`config.mk`:
```
export PLATFORM = sky130hd
export DESIGN_NAME = byte_stuffed_frame_receiver
export DESIGN_NICKNAME = d
export VERILOG_FILES = /design/src/rtl/core/bsfr_pkg.sv /design/src/rtl/core/byte_stuffed_frame_receiver.sv /design/src/rtl/core/bsfr_ram.sv
export SDC_FILE = /design/constraint.sdc
export NUM_CORES = 1
export LEC_CHECK = 0
export BUFFER_PORTS_ARGS = -buffer_cell sky130_fd_sc_hd__buf_2
export CAP_MARGIN = 25
export CORE_MARGIN = 1.5
export CORE_UTILIZATION = 45
export DETAILED_ROUTE_END_ITERATION = 10
export PLACE_DENSITY = 0.65
export SYNTH_ARGS = -nofsm -noshare
export SYNTH_HDL_FRONTEND = slang
export SYNTH_HIERARCHICAL = 1
export SYNTH_SLANG_ARGS = --single-unit
export TNS_END_PERCENT = 30
```
`constraint.sdc`:
```
create_clock -name clk -period 11.04 [get_ports clk]
set_input_delay 1.656 -clock clk [delete_from_list [all_inputs] [get_ports clk]]
set_output_delay 1.656 -clock clk [all_outputs]
set_load 0.005 [all_outputs]
```
`src/rtl/core/bsfr_pkg.sv`:
```
package bsfr_pkg;

    typedef logic [1:0] cfg_index_t;

    localparam cfg_index_t CFG_BOUNDARY = 2'd0;
    localparam cfg_index_t CFG_ESCAPE   = 2'd1;
    localparam cfg_index_t CFG_LIMIT    = 2'd2;

    localparam logic [7:0]  BOUNDARY_RST = 8'h7E;
    localparam logic [7:0]  ESCAPE_RST   = 8'h7D;
    localparam logic [6:0]  LIMIT_RST    = 7'd64;

    localparam logic [7:0]  ESC_FLIP  = 8'h20;
    localparam logic [6:0]  CRC_BYTES = 7'd4;
    localparam logic [16:0] MIN_FRAME = 17'd5;
    localparam logic [31:0] CRC_POLY  = 32'hEDB88320;
    localparam logic [31:0] CRC_INIT  = 32'hFFFFFFFF;

    typedef enum logic [2:0] {
        ST_WAIT,
        ST_LEN_HI,
        ST_LEN_LO,
        ST_BODY,
        ST_EMIT_RD,
        ST_EMIT_LD
    } bsfr_state_t;

    function automatic logic [31:0] crc_feed(input logic [31:0] crc, input logic [7:0] b);
        logic [31:0] c;
        c = crc ^ {24'd0, b};
        for (int k = 0; k < 8; k++)
        begin
            c = c[0] ? ((c >> 1) ^ CRC_POLY) : (c >> 1);
        end
        return c;
    endfunction

endpackage

```
`src/rtl/core/byte_stuffed_frame_receiver.sv`:
```
// Input: one line byte per cycle while no frame is being read out.
// Readout of a good frame starts after its last CRC byte and moves each payload
// byte in two steps (payload RAM read, then output register load); the load waits while the output is stalled.
// Input is stalled during readout; it reopens while the final byte waits.
// rst_n is asynchronous: control and config reset; output data/last and the RAM are not.
module byte_stuffed_frame_receiver #(
    parameter int BUFFER_BYTES = 64
) (
    input  logic                clk,
    input  logic                rst_n,
    input  logic                s_axis_tvalid,
    output logic                s_axis_tready,
    input  logic [7:0]          s_axis_tdata,   // [7:0] rx_byte
    output logic                m_axis_tvalid,
    input  logic                m_axis_tready,
    output logic [7:0]          m_axis_tdata,   // [7:0] payload_byte
    output logic                m_axis_tlast,
    input  logic                cfg_valid,
    output logic                cfg_ready,
    input  bsfr_pkg::cfg_index_t cfg_index,
    input  logic [7:0]          cfg_data
);

    import bsfr_pkg::*;

    localparam int         AW      = $clog2(BUFFER_BYTES);
    localparam logic [6:0] BUF_LIM = 7'(BUFFER_BYTES);

    bsfr_state_t state_reg, state_next;
    logic [7:0]  boundary_reg, escape_reg;
    logic [6:0]  limit_reg;
    logic        esc_reg, esc_next;
    logic [7:0]  len_hi_reg, len_hi_next;
    logic [6:0]  flen_reg, flen_next;
    logic [6:0]  cnt_reg, cnt_next;
    logic [31:0] rcrc_reg, rcrc_next;
    logic [31:0] crc_reg, crc_next;
    logic [AW-1:0] rd_idx_reg, rd_idx_next;
    logic        out_valid_reg, out_valid_next;
    logic        out_last_reg, out_last_next;
    logic [7:0]  out_data_reg, out_data_next;

    logic        in_fire, out_fire;
    logic        ram_we, ram_re;
    logic [7:0]  ram_rdata;
    logic [7:0]  c;
    logic        proc;
    logic [16:0] len17;
    logic [6:0]  eff_lim;
    logic [6:0]  plen;
    logic [31:0] rcrc_full;

    assign cfg_ready     = 1'b1;
    assign s_axis_tready = (state_reg != ST_EMIT_RD) && (state_reg != ST_EMIT_LD);
    assign in_fire       = s_axis_tvalid && s_axis_tready;
    assign out_fire      = out_valid_reg && m_axis_tready;
    assign m_axis_tvalid = out_valid_reg;
    assign m_axis_tdata  = out_data_reg;
    assign m_axis_tlast  = out_last_reg;

    assign eff_lim   = (limit_reg > BUF_LIM) ? BUF_LIM : limit_reg;
    assign plen      = flen_reg - CRC_BYTES;
    assign len17     = {1'b0, len_hi_reg, c} + 17'(CRC_BYTES);
    assign rcrc_full = {rcrc_reg[23:0], c};

    always_ff @(posedge clk or negedge rst_n)
    begin
        if (!rst_n)
        begin
            boundary_reg <= BOUNDARY_RST;
            escape_reg   <= ESCAPE_RST;
            limit_reg    <= LIMIT_RST;
        end
        else if (cfg_valid && cfg_ready)
        begin
            unique case (cfg_index)
                CFG_BOUNDARY: boundary_reg <= cfg_data;
                CFG_ESCAPE:   escape_reg   <= cfg_data;
                CFG_LIMIT:    limit_reg    <= cfg_data[6:0];
                default:      ;
            endcase
        end
    end

    always_ff @(posedge clk or negedge rst_n)
    begin
        if (!rst_n)
        begin
            state_reg     <= ST_WAIT;
            esc_reg       <= 1'b0;
            len_hi_reg    <= '0;
            flen_reg      <= '0;
            cnt_reg       <= '0;
            rcrc_reg      <= '0;
            crc_reg       <= CRC_INIT;
            rd_idx_reg    <= '0;
            out_valid_reg <= 1'b0;
        end
        else
        begin
            state_reg     <= state_next;
            esc_reg       <= esc_next;
            len_hi_reg    <= len_hi_next;
            flen_reg      <= flen_next;
            cnt_reg       <= cnt_next;
            rcrc_reg      <= rcrc_next;
            crc_reg       <= crc_next;
            rd_idx_reg    <= rd_idx_next;
            out_valid_reg <= out_valid_next;
        end
    end

    always_ff @(posedge clk)
    begin
        out_data_reg <= out_data_next;
        out_last_reg <= out_last_next;
    end

    always_comb
    begin
        state_next     = state_reg;
        esc_next       = esc_reg;
        len_hi_next    = len_hi_reg;
        flen_next      = flen_reg;
        cnt_next       = cnt_reg;
        rcrc_next      = rcrc_reg;
        crc_next       = crc_reg;
        rd_idx_next    = rd_idx_reg;
        out_valid_next = out_valid_reg && !out_fire;
        out_data_next  = out_data_reg;
        out_last_next  = out_last_reg;
        ram_we         = 1'b0;
        ram_re         = 1'b0;
        proc           = 1'b0;
        c              = esc_reg ? (s_axis_tdata ^ ESC_FLIP) : s_axis_tdata;

        if (in_fire)
        begin
            priority if (s_axis_tdata == boundary_reg)
            begin
                state_next = ST_LEN_HI;
                esc_next   = 1'b0;
                flen_next  = '0;
                cnt_next   = '0;
                rcrc_next  = '0;
                crc_next   = CRC_INIT;
            end
            else if (state_reg == ST_WAIT)
            begin
            end
            else if (esc_reg)
            begin
                esc_next = 1'b0;
                proc     = 1'b1;
            end
            else if (s_axis_tdata == escape_reg)
            begin
                esc_next = 1'b1;
            end
            else
            begin
                proc = 1'b1;
            end
        end

        if (proc)
        begin
            unique case (state_reg)
                ST_LEN_HI:
                begin
                    len_hi_next = c;
                    state_next  = ST_LEN_LO;
                end
                ST_LEN_LO:
                begin
                    flen_next = len17[6:0];
                    if (len17 > {10'd0, eff_lim} || len17 < MIN_FRAME)
                        state_next = ST_WAIT;
                    else
                        state_next = ST_BODY;
                end
                ST_BODY:
                begin
                    cnt_next = cnt_reg + 7'd1;
                    if (cnt_reg < plen)
                    begin
                        ram_we   = 1'b1;
                        crc_next = crc_feed(crc_reg, c);
                    end
                    else
                    begin
                        rcrc_next = rcrc_full;
                        if (cnt_next == flen_reg)
                        begin
                            if ((crc_reg ^ CRC_INIT) == rcrc_full)
                            begin
                                state_next  = ST_EMIT_RD;
                                rd_idx_next = '0;
                            end
                            else
                            begin
                                state_next = ST_WAIT;
                            end
                        end
                    end
                end
                default: ;
            endcase
        end

        if (state_reg == ST_EMIT_RD)
        begin
            ram_re     = 1'b1;
            state_next = ST_EMIT_LD;
        end
        else if (state_reg == ST_EMIT_LD && (!out_valid_reg || out_fire))
        begin
            out_valid_next = 1'b1;
            out_data_next  = ram_rdata;
            out_last_next  = (7'(rd_idx_reg) + 7'd1 == plen);
            if (7'(rd_idx_reg) + 7'd1 == plen)
            begin
                state_next = ST_WAIT;
            end
            else
            begin
                rd_idx_next = rd_idx_reg + AW'(1);
                state_next  = ST_EMIT_RD;
            end
        end
    end

    bsfr_ram #(
        .WIDTH(8),
        .DEPTH(BUFFER_BYTES)
    ) u_store (
        .clk    (clk),
        .wr_en  (ram_we),
        .wr_addr(cnt_reg[AW-1:0]),
        .wr_data(c),
        .rd_en  (ram_re),
        .rd_addr(rd_idx_reg),
        .rd_data(ram_rdata)
    );

endmodule

```
`src/rtl/core/bsfr_ram.sv`:
```
module bsfr_ram #(
    parameter int WIDTH = 8,
    parameter int DEPTH = 64
) (
    input  logic                     clk,
    input  logic                     wr_en,
    input  logic [$clog2(DEPTH)-1:0] wr_addr,
    input  logic [WIDTH-1:0]         wr_data,
    input  logic                     rd_en,
    input  logic [$clog2(DEPTH)-1:0] rd_addr,
    output logic [WIDTH-1:0]         rd_data
);

    logic [WIDTH-1:0] mem [DEPTH];

    always_ff @(posedge clk)
    begin
        if (wr_en)
        begin
            mem[wr_addr] <= wr_data;
        end
        if (rd_en)
        begin
            rd_data <= mem[rd_addr];
        end
    end

endmodule

```
==> impl_metrics.ini, run 1 <==
[setup_path]
endpoint_kind = flop
startpoint_type = input pin
r2r_setup_slack_ns = 6.45
r2r-end = u_store/mem[52][6]
timing.rr.start = flen_reg[2]
required_ns = 11.27
cp.arrival_ns = 5.31
cp_max_fo = 66
cp_slowest_stage_delay_ns = 0.82
critical_path_class = input pin to flop
path_buf_inv = 2
critical_path.top_delay_family = simple AND/OR/NAND/NOR gates
path_cells = buf_2, xnor2_1, nand3_1, nor4_1, or4b_1, nor2b_4, buf_4, nand4b_1, nor2_1
critPathSlowestCell = or4b_1
reg2reg_depth = 11

[timing]
post-route-period-util_pct = 46.0
maxSlewHeadroom_pct = 29.1
setup_violations = 0
skew_ns = 0.0262
drv_slew = 0
tightest_slew_ns = 1.04
finalHoldViolations = 0
rsz0062_at_grt = false
tns_ns = 0
period_minus_slack_ns = 5.08
fmax_ghz = 0.197

[power]
p_clk_share_pct = 33.5
sw_frac_of_total_pct = 27.7
p_seq_share_pct = 47.4
ir_worst_vdd_mv = 0.150
power_density_nw_per_um2 = 210
p_sw_mw = 1.77
p_leak_nw = 9.73
internal_power_mw = 4.63
comb_power_share_pct = 19.0

[drt]
route.vias.total = 14800
drtAntennaViolNets = 0
routed_wl_um = 63800
wl_per_cell_um = 25.3
remaining_drc_errors = 0
via_per_inst = 5.86
dr.pass1.iters = 5
drt_iter0_drc = 1369

[min_path]
hold_depth = 0
worstHoldStart = u_store/rd_data[2]
worstHoldPathType = flop to flop
hold_end = m_axis_tdata[2]

[logic_synthesis]
async_flop_share_pct = 17.5
synth_top_area_cell = edfxtp_1
synth_cell_types = 70
synth_warnings = 6
avgSynthCellArea_um2 = 16.6
ys_seq_elements = 641
synth.area.top_cells = edfxtp_1 58%, mux4_2 10%, dfrtp_1 6.1%, dfstp_2 4.3%, xnor2_1 3.0%
synthCells = 1653
yosysSeqAreaShare_pct = 68.3
syn_nets = 1696
ys_top_cells_by_count = 529 x edfxtp_1, 126 x mux4_2, 107 x nor2_1
synth_top_area_share_pct = 57.9
syn_area_um2 = 27400
synth.most_common_cell = edfxtp_1
synth_edf_count = 529
synth_ff_type = edfxtp_1

[outcome]
status = finished, final reports clean

[clock_tree]
root_buffer = clkbuf_16
htree_levels = 3
cts-resized-gates = 0
cts_setup_buffers = 0
clock_path_buffers = 3
cts_buffers = 67
cts_tree = built
holdBufCountCts = 0
clk_pin_slew_ns = 0.06
insertion_delay_ns = 0.61
clock_sinks = 641

[finish]
largest_reg_flops = 512
fillers = 4887
final-seq-area_um2 = 18800
diodes = 0
nets = 1737
drive_gt1_share_pct = 22.7
multi_input_area_um2 = 8110
finalInstanceArea_um2 = 30400
area_growth_syn_to_layout_pct = 10.9

[grt]
grt_pass1_vias = 14800
grt_start_max_net_pins = 89
track_usage_pct = 20.6
grt_antenna_before_repair = 1
overflow = 0
grt_pass1_wl_um = 95700

[placed_design]
dp_hpwl_um = 39400
io_buffers = 33
finalWeightedCongestion = 0.848
place_area_um2 = 28300

[die]
fp.coreArea_um2 = 60400
die_area_um2 = 62500
start_util_pct = 45.5
die_h_um = 250
die_x_um = 250
fp-row-count = 90
boundaryPins = 35

[flow_run]
drv_cap = 0
[placed cells by master (no fill, tap or decap), types with 5 or more instances in the layout]
cell	count
o22ai_1	10
nand2b_1	13
nand3_1	26
mux2_2	49
nor2_1	106
a21oi_1	43
nor2b_1	20
nand3b_1	8
o221ai_1	8
o21a_1	6
nand2_1	95
clkbuf_1	17
clkinv_2	8
nor3_1	46
xnor2_1	93
mux2i_1	29
o21ai_0	44
buf_2	33
a31oi_1	5
dfstp_2	45
edfxtp_1	529
a221oi_1	8
clkbuf_16	67
buf_4	24
and3_1	7
mux4_2	126
nor3b_1	7
nor4_1	12
dfrtp_1	63
clkinv_1	9
inv_1	16
nand4_1	12
a211oi_1	6
xor2_1	33
ha_1	20
[routing by layer]
metal | share of wire [%] | track usage (%) | vias up | wire, um
li1 | - | - | 6520 | -
met1 | 43 | 29.3 | 7685 | 27500
met2 | 48 | 33.2 | 501 | 30800
met3 | 6.7 | 3.90 | 91 | 4290
met4 | 1.8 | 4.78 | 0 | 1160
met5 | 0 | 0 | - | 0
[logic make-up after synthesis]
group / Yosys count / synth area share [%]
and+or+nand+nor: 374 / 6.56
muxes: 204 / 13.4
AOI/OAI and AO/OA: 173 / 4.12
other: 1 / 0.0137
xor gates and xnor gates: 133 / 4.52
buffers and inverters: 107 / 2.18
adders and majority gates: 20 / 0.912
DFF: 641 / 68.3
[power groups by stage]
stage | clock network, mW | registers (mW) | logic (mW)
2_1_floorplan | 0 | 3.00 | 0.984
3_3_place_gp | 0 | 3.08 | 1.21
3_5_place_dp | 0 | 3.08 | 1.22
4_1_cts | 2.19 | 3.04 | 1.23
5_1_grt | 2.28 | 3.06 | 1.35
6_report | 2.15 | 3.04 | 1.22
[cell type report]
class	count	share of cell area, %
Sequential cell	641	61.6
Multi-Input combinational cell	905	26.7
Clock buffer	87	5.85
Tap cell	782	3.22
Timing Repair Buffer	62	1.43
Clock inverter	31	0.995
Inverter	17	0.210
[stage by stage]
stage | cells | hold slack (ns) | setup WS, ns | util [%] | power, mW
after CTS | 2521 | 0.420 | 5.68 | 50.3 | 6.46
after global routing | 2525 | 0.422 | 5.72 | 50.4 | 6.69
after global placement | 2402 | 0.404 | 5.28 | 46.8 | 4.29
final | 2525 | 0.421 | 5.96 | 50.4 | 6.40
after detailed placement | 2403 | 0.406 | 5.04 | 46.9 | 4.30
after floorplan | 1653 | 0.400 | 6.52 | - | 3.98
[worst max-delay path by stage]
stage	startpoint	end	slack [ns]	cells past startpoint
3_3_place_gp	s_axis_tdata[6]	u_store/mem[49][0]	5.28	9
2_1_floorplan	s_axis_tdata[4]	u_store/mem[62][0]	6.52	12
6_report	s_axis_tdata[6]	u_store/mem[52][6]	5.96	9
3_5_place_dp	s_axis_tdata[6]	u_store/mem[48][2]	5.04	9
4_1_cts	s_axis_tdata[6]	u_store/mem[48][2]	5.68	9
5_1_grt	s_axis_tdata[6]	u_store/mem[52][6]	5.72	9
Power figures use the tool's default switching activity.
==> inputs of run 2 (changes only) <==
==> constraint.sdc (replaced) <==
create_clock -name clk -period 5.12 [get_ports clk]
set_input_delay 0.768 -clock clk [delete_from_list [all_inputs] [get_ports clk]]
set_output_delay 0.768 -clock clk [all_outputs]
set_load 0.005 [all_outputs]
==> run 2 against run 1 <==
Clock skew increased by 0.0032 ns. Clock power up 120%. Final cell count increased by 1.1%. Global-route usage about the same. Power grew 120%. Non-clock buffer count is 21 higher. Worst hold slack better by 0.0063 ns. Sequential share of layout area is 0.41 points lower. Count of clock-buffer cells in the layout down 1. Worst setup slack lost 5.4 ns. Sequential cell count did not move. Critical path type is now flop to flop.
==> impl_metrics.ini, run 2 (same netlist as run 1, synthesis figures left out) <==
[clock_tree]
clock_path_buffers = 3
htree_levels = 3
cts_setup_buffers = 0
clock_sinks = 641
insertion_delay_ns = 0.61
root_buffer = clkbuf_16
cts_buffers = 67
holdBufCountCts = 0
cts-resized-gates = 0
clk_pin_slew_ns = 0.06
cts_tree = built

[finish]
largest_reg_flops = 512
final_cells = 2552
nets = 1758
area_growth_syn_to_layout_pct = 11.6
layout_commonest_cell = edfxtp_1
final_cell_mix = 529 x edfxtp_1, 126 x mux4_2, 106 x nor2_1
finalInstanceArea_um2 = 30600
drive_gt1_share_pct = 23.8

[grt]
overflow = 0
track_usage_pct = 20.6
grt_start_max_net_pins = 77
grt_antenna_before_repair = 6
grt_pass1_vias = 15200
grt_pass1_wl_um = 96500

[setup_path]
critPathSlowestCell = nor2_1
startpoint_type = flop
path_cells = inv_1, ha_1, nor3b_1, xnor2_1, ha_1, or4_1, o22ai_1, nor2b_4, nand4_1, nor2_1
cpMostUsedCell = ha_1
cp_max_fo = 11
critical_path.top_delay_family = simple AND/OR/NAND/NOR gates
path_buf_inv = 1
cp.arrival_ns = 4.77
critical_path_class = flop to flop
endpoint_kind = flop
cp_slowest_stage_delay_ns = 0.91
required_ns = 5.35

[placed_design]
place_area_um2 = 28400
dpl_worst_slack_ns = 0.603
finalWeightedCongestion = 0.868
dp_hpwl_um = 40200
io_buffers = 33
placed_cells = 2426

[die]
boundaryPins = 35
die_x_um = 250
start_util_pct = 45.5
fp-row-count = 90
fp.coreArea_um2 = 60400
die_area_um2 = 62500
die_h_um = 250

[power]
p_sw_mw = 3.87
sw_frac_of_total_pct = 27.8
totalPowerFinal_mw = 13.9
p_seq_share_pct = 46.8
p_clk_share_pct = 34.1
power_density_nw_per_um2 = 455
p_leak_nw = 9.89
ir_worst_vdd_mv = 0.352
internal_power_mw = 10.1
comb_power_share_pct = 19.0

[timing]
drv_slew = 0
maxSlewHeadroom_pct = 38.2
period_minus_slack_ns = 4.55
setup_violations = 0
tns_ns = 0
setup_slack_ns = 0.574
finalHoldViolations = 0
post-route-period-util_pct = 88.8
rsz0062_at_grt = false
fmax_ghz = 0.220
tightest_slew_ns = 0.925
skew_ns = 0.0294

[drt]
dr.pass1.iters = 5
routed_wl_um = 63400
route.vias.total = 14900
drtAntennaViolNets = 0
drt_iter0_drc = 1062
via_per_inst = 5.82
remaining_drc_errors = 0
wl_per_cell_um = 24.8

[flow_run]
drv_cap = 0

[min_path]
worstHoldPathType = flop to flop

[outcome]
status = finished, final reports clean
-- run 2: changes by cell type in the layout (fill, tap and decap cells not counted), moves of 2 or more --
cell | previous run | this run
clkinv_1 | 9 | 11
clkbuf_4 | 2 | 0
buf_4 | 24 | 48
clkinv_2 | 8 | 13
clkbuf_1 | 17 | 14
clkbuf_16 | 67 | 69
inv_6 | 3 | 1
diode_2 | 0 | 2
clkinvlp_4 | 4 | 1
clkinv_4 | 0 | 2
-- run 2: final cells by class --
type	count	area (um2)
timing repair buffer	83	569
multi-input combinational	905	8120
tap	782	978
fill	4942	29700
clock buffer	86	1820
inverter	17	63.8
antenna	2	5.00
sequential	641	18800
clock inverter	36	324
-- run 2: per-stage QoR --
step                utilization, %  hold slack [ns]
detailed placement            47.1            0.415
global placement              47.1            0.405
CTS                           50.7            0.364
global route                  50.8            0.433
finish                        50.8            0.427
floorplan                        -            0.400
-- run 2: power by group through the flow --
stage / sequential (mW) / clock, mW / combinational [mW]
finish: 6.53 / 4.76 / 2.65
global route: 6.59 / 5.03 / 2.92
CTS: 6.52 / 4.84 / 2.67
detailed placement: 6.63 / 0 / 2.65
global placement: 6.61 / 0 / 2.64
floorplan: 6.46 / 0 / 2.12
-- run 2: path summary, 6_finish.rpt --
path,depth (start not counted),end,slack [ns],startpoint
min,0,m_axis_tdata[4],0.43,u_store/rd_data[4]
max reg2reg,10,u_store/mem[39][1],0.57,flen_reg[2]
max,10,u_store/mem[39][1],0.57,flen_reg[2]
max in group asynchronous,3,crc_reg[6],3.92,rst_n
min reg2reg,0,m_axis_tdata[4],0.43,u_store/rd_data[4]
min in group asynchronous,2,rcrc_reg[13],0.51,rst_n
-- run 2: per-layer routing --
layer	GRT usage (%)	routed length, um
met3	3.63	3630
met5	0	11
met1	27.7	26700
met4	7.27	1830
met2	33.9	31200
==> inputs of run 3 (changes only) <==
--- a/config.mk
+++ b/config.mk
@@ -5,11 +5,12 @@
 export SDC_FILE = /design/constraint.sdc
 export NUM_CORES = 1
 export LEC_CHECK = 0
-export BUFFER_PORTS_ARGS = -buffer_cell sky130_fd_sc_hd__buf_2
+export ABC_AREA = 1
 export CAP_MARGIN = 25
 export CORE_MARGIN = 1.5
 export CORE_UTILIZATION = 45
 export DETAILED_ROUTE_END_ITERATION = 10
+export DONT_BUFFER_PORTS = 1
 export PLACE_DENSITY = 0.65
 export SYNTH_ARGS = -nofsm -noshare
 export SYNTH_HDL_FRONTEND = slang
==> constraint.sdc (replaced) <==
create_clock -name clk -period 5.12 [get_ports clk]
set_input_delay 0.256 -clock clk [delete_from_list [all_inputs] [get_ports clk]]
set_output_delay 0.256 -clock clk [all_outputs]
set_load 0.005 [all_outputs]
==> run 3 against run 2 <==
Area after synthesis grew 5.6%. Count of clock-buffer cells in the layout rose by 2. Final cell count is 43% higher. Worst setup slack gained 0.52 ns. Die area grew 5.6%. Wire length grew 17%. Clock power is 2% lower. Clock skew is 0.0062 ns lower. Largest power group unchanged.
==> impl_metrics.ini, run 3 <==
[setup_path]
endpoint_kind = flop
cp.arrival_ns = 4.26
cp_max_fo = 15
required_ns = 5.35
critical_path_class = flop to flop
startpoint_type = flop

[finish]
final_cell_mix = 911 x nand2_1, 529 x edfxtp_1, 495 x nand3_1
drive_gt1_share_pct = 7.81
nets = 2797
final_cells = 3651
area_growth_syn_to_layout_pct = 10.2
layout_commonest_cell = nand2_1
largest_reg_flops = 512

[logic_synthesis]
synthCells = 2764
synth.most_common_cell = nand2_1
ys_seq_elements = 641
synth_warnings = 6
synth_cell_types = 47
synth_ff_type = edfxtp_1
ys_top_cells_by_count = 912 x nand2_1, 529 x edfxtp_1, 495 x nand3_1
yosysSeqAreaShare_pct = 64.7
synth_edf_count = 529
synth_top_area_share_pct = 54.8
synth_top_area_cell = edfxtp_1
avgSynthCellArea_um2 = 10.5
syn_nets = 2807
async_flop_share_pct = 17.5
synth.area.top_cells = edfxtp_1 55%, nand2_1 12%, nand3_1 8.5%, dfrtp_1 5.8%, dfstp_2 4.1%
syn_area_um2 = 29000

[grt]
grt_start_max_net_pins = 135
grt_pass1_vias = 19400
track_usage_pct = 22.4
overflow = 0
grt_antenna_before_repair = 0
grt_pass1_wl_um = 113000

[flow_run]
drv_cap = 0

[drt]
drtAntennaViolNets = 0
wl_met2_um = 35000
remaining_drc_errors = 0
dr.pass1.iters = 6
route.vias.total = 20200
via_per_inst = 5.54
wl_met1_um = 31700
drt_iter0_drc = 1683
top_layer = met4
met3_length_um = 5450
routed_wl_um = 74300
wl_per_cell_um = 20.4

[clock_tree]
clk_pin_slew_ns = 0.06
holdBufCountCts = 20
cts_buffers = 68
clock_sinks = 641
clock_path_buffers = 3
cts_setup_buffers = 0
htree_levels = 3
cts-resized-gates = 0
cts_tree = built
root_buffer = clkbuf_16
insertion_delay_ns = 0.61

[timing]
tightest_slew_ns = 1.02
setup_violations = 0
period_minus_slack_ns = 4.02
skew_ns = 0.0232
finalHoldViolations = 0
drv_slew = 0
post-route-period-util_pct = 78.6
rsz0062_at_grt = false
maxSlewHeadroom_pct = 32.0
tns_ns = 0
fmax_ghz = 0.248
setup_slack_ns = 1.10
fin_hold_ws_ns = 0.0212

[power]
ir_worst_vdd_mv = 0.415
comb_power_share_pct = 20.5
internal_power_mw = 9.86
p_sw_mw = 4.21
p_clk_share_pct = 33.0
p_seq_share_pct = 46.5
p_leak_nw = 12.1
sw_frac_of_total_pct = 29.9
power_density_nw_per_um2 = 440

[die]
start_util_pct = 45.7
boundaryPins = 35
die_h_um = 257
fp-row-count = 92
die_x_um = 257
die_area_um2 = 66000
fp.coreArea_um2 = 63400

[placed_design]
placed_cells = 3506
finalWeightedCongestion = 0.876
io_buffers = 0
dp_hpwl_um = 42900
dpl_worst_slack_ns = 1.12

[outcome]
status = finished, final reports clean

[min_path]
worstHoldPathType = input pin to flop
[run 3: layout make-up]
class	count	area, um2
inverter	123	469
antenna	1	2.50
clock inverter	32	307
tap	846	1060
multi-input combinational	1859	8840
timing repair buffer	61	733
fill	5625	31500
clock buffer	88	1790
sequential	641	18800
[run 3: cell families after synthesis]
group,synth area share (%)
DFF,64.7
AOI/OAI and AO/OA,2.67
adders and majority gates,0.863
other,0.0129
buffers and inverters,4.87
xor gates and xnor gates,3.57
and+or+nand+nor,23.4
[run 3: worst paths after layout]
kind,startpoint,endpoint,slack (ns),cells after the start
max,flen_reg[2],u_store/mem[30][7],1.10,16
max reg2reg,flen_reg[2],u_store/mem[30][7],1.10,16
min,s_axis_tdata[5],esc_reg,0.02,5
max in group asynchronous,rst_n,rd_idx_reg[0],4.39,2
min in group asynchronous,rst_n,rcrc_reg[18],0.25,2
min reg2reg,u_store/rd_data[5],m_axis_tdata[5],0.42,0
[run 3: worst max-delay path, stage by stage, from the launching register on]
cell      delay (ns)
dfrtp_1         0.40
inv_1           0.11
ha_1            0.24
nand3_1         0.11
xor2_1          0.20
inv_1           0.08
ha_1            0.29
nand2_1         0.10
nor2_1          0.05
a211oi_1        0.17
nand2_1         0.10
inv_1           0.12
nand3_2         0.09
inv_1           0.42
nand4_1         0.35
buf_4           0.29
nor2_1          0.53
[run 3: power groups by stage]
stage	Sequential [mW]	Combinational (mW)	Clock, mW
2_1_floorplan	6.50	2.18	0
3_3_place_gp	6.62	2.71	0
3_5_place_dp	6.63	2.73	0
4_1_cts	6.53	2.89	4.72
5_1_grt	6.59	3.21	4.93
6_report	6.54	2.88	4.65
[run 3: through the flow]
step / cell area [um2] / utilization [%] / power, mW
2_1_floorplan: 29000 / - / 8.68
3_3_place_gp: 29400 / 46.3 / 9.33
3_5_place_dp: 29400 / 46.4 / 9.36
4_1_cts: 31800 / 50.2 / 14.1
5_1_grt: 31900 / 50.4 / 14.7
6_report: 31900 / 50.4 / 14.1
[run 3: per-layer routing]
| metal | global-route usage [%] | vias up |
|---|---|---|
| li1 | - | 9424 |
| met1 | 31.1 | 9854 |
| met2 | 36.0 | 796 |
| met3 | 3.72 | 138 |
| met4 | 7.57 | 0 |
| met5 | 0 | - |
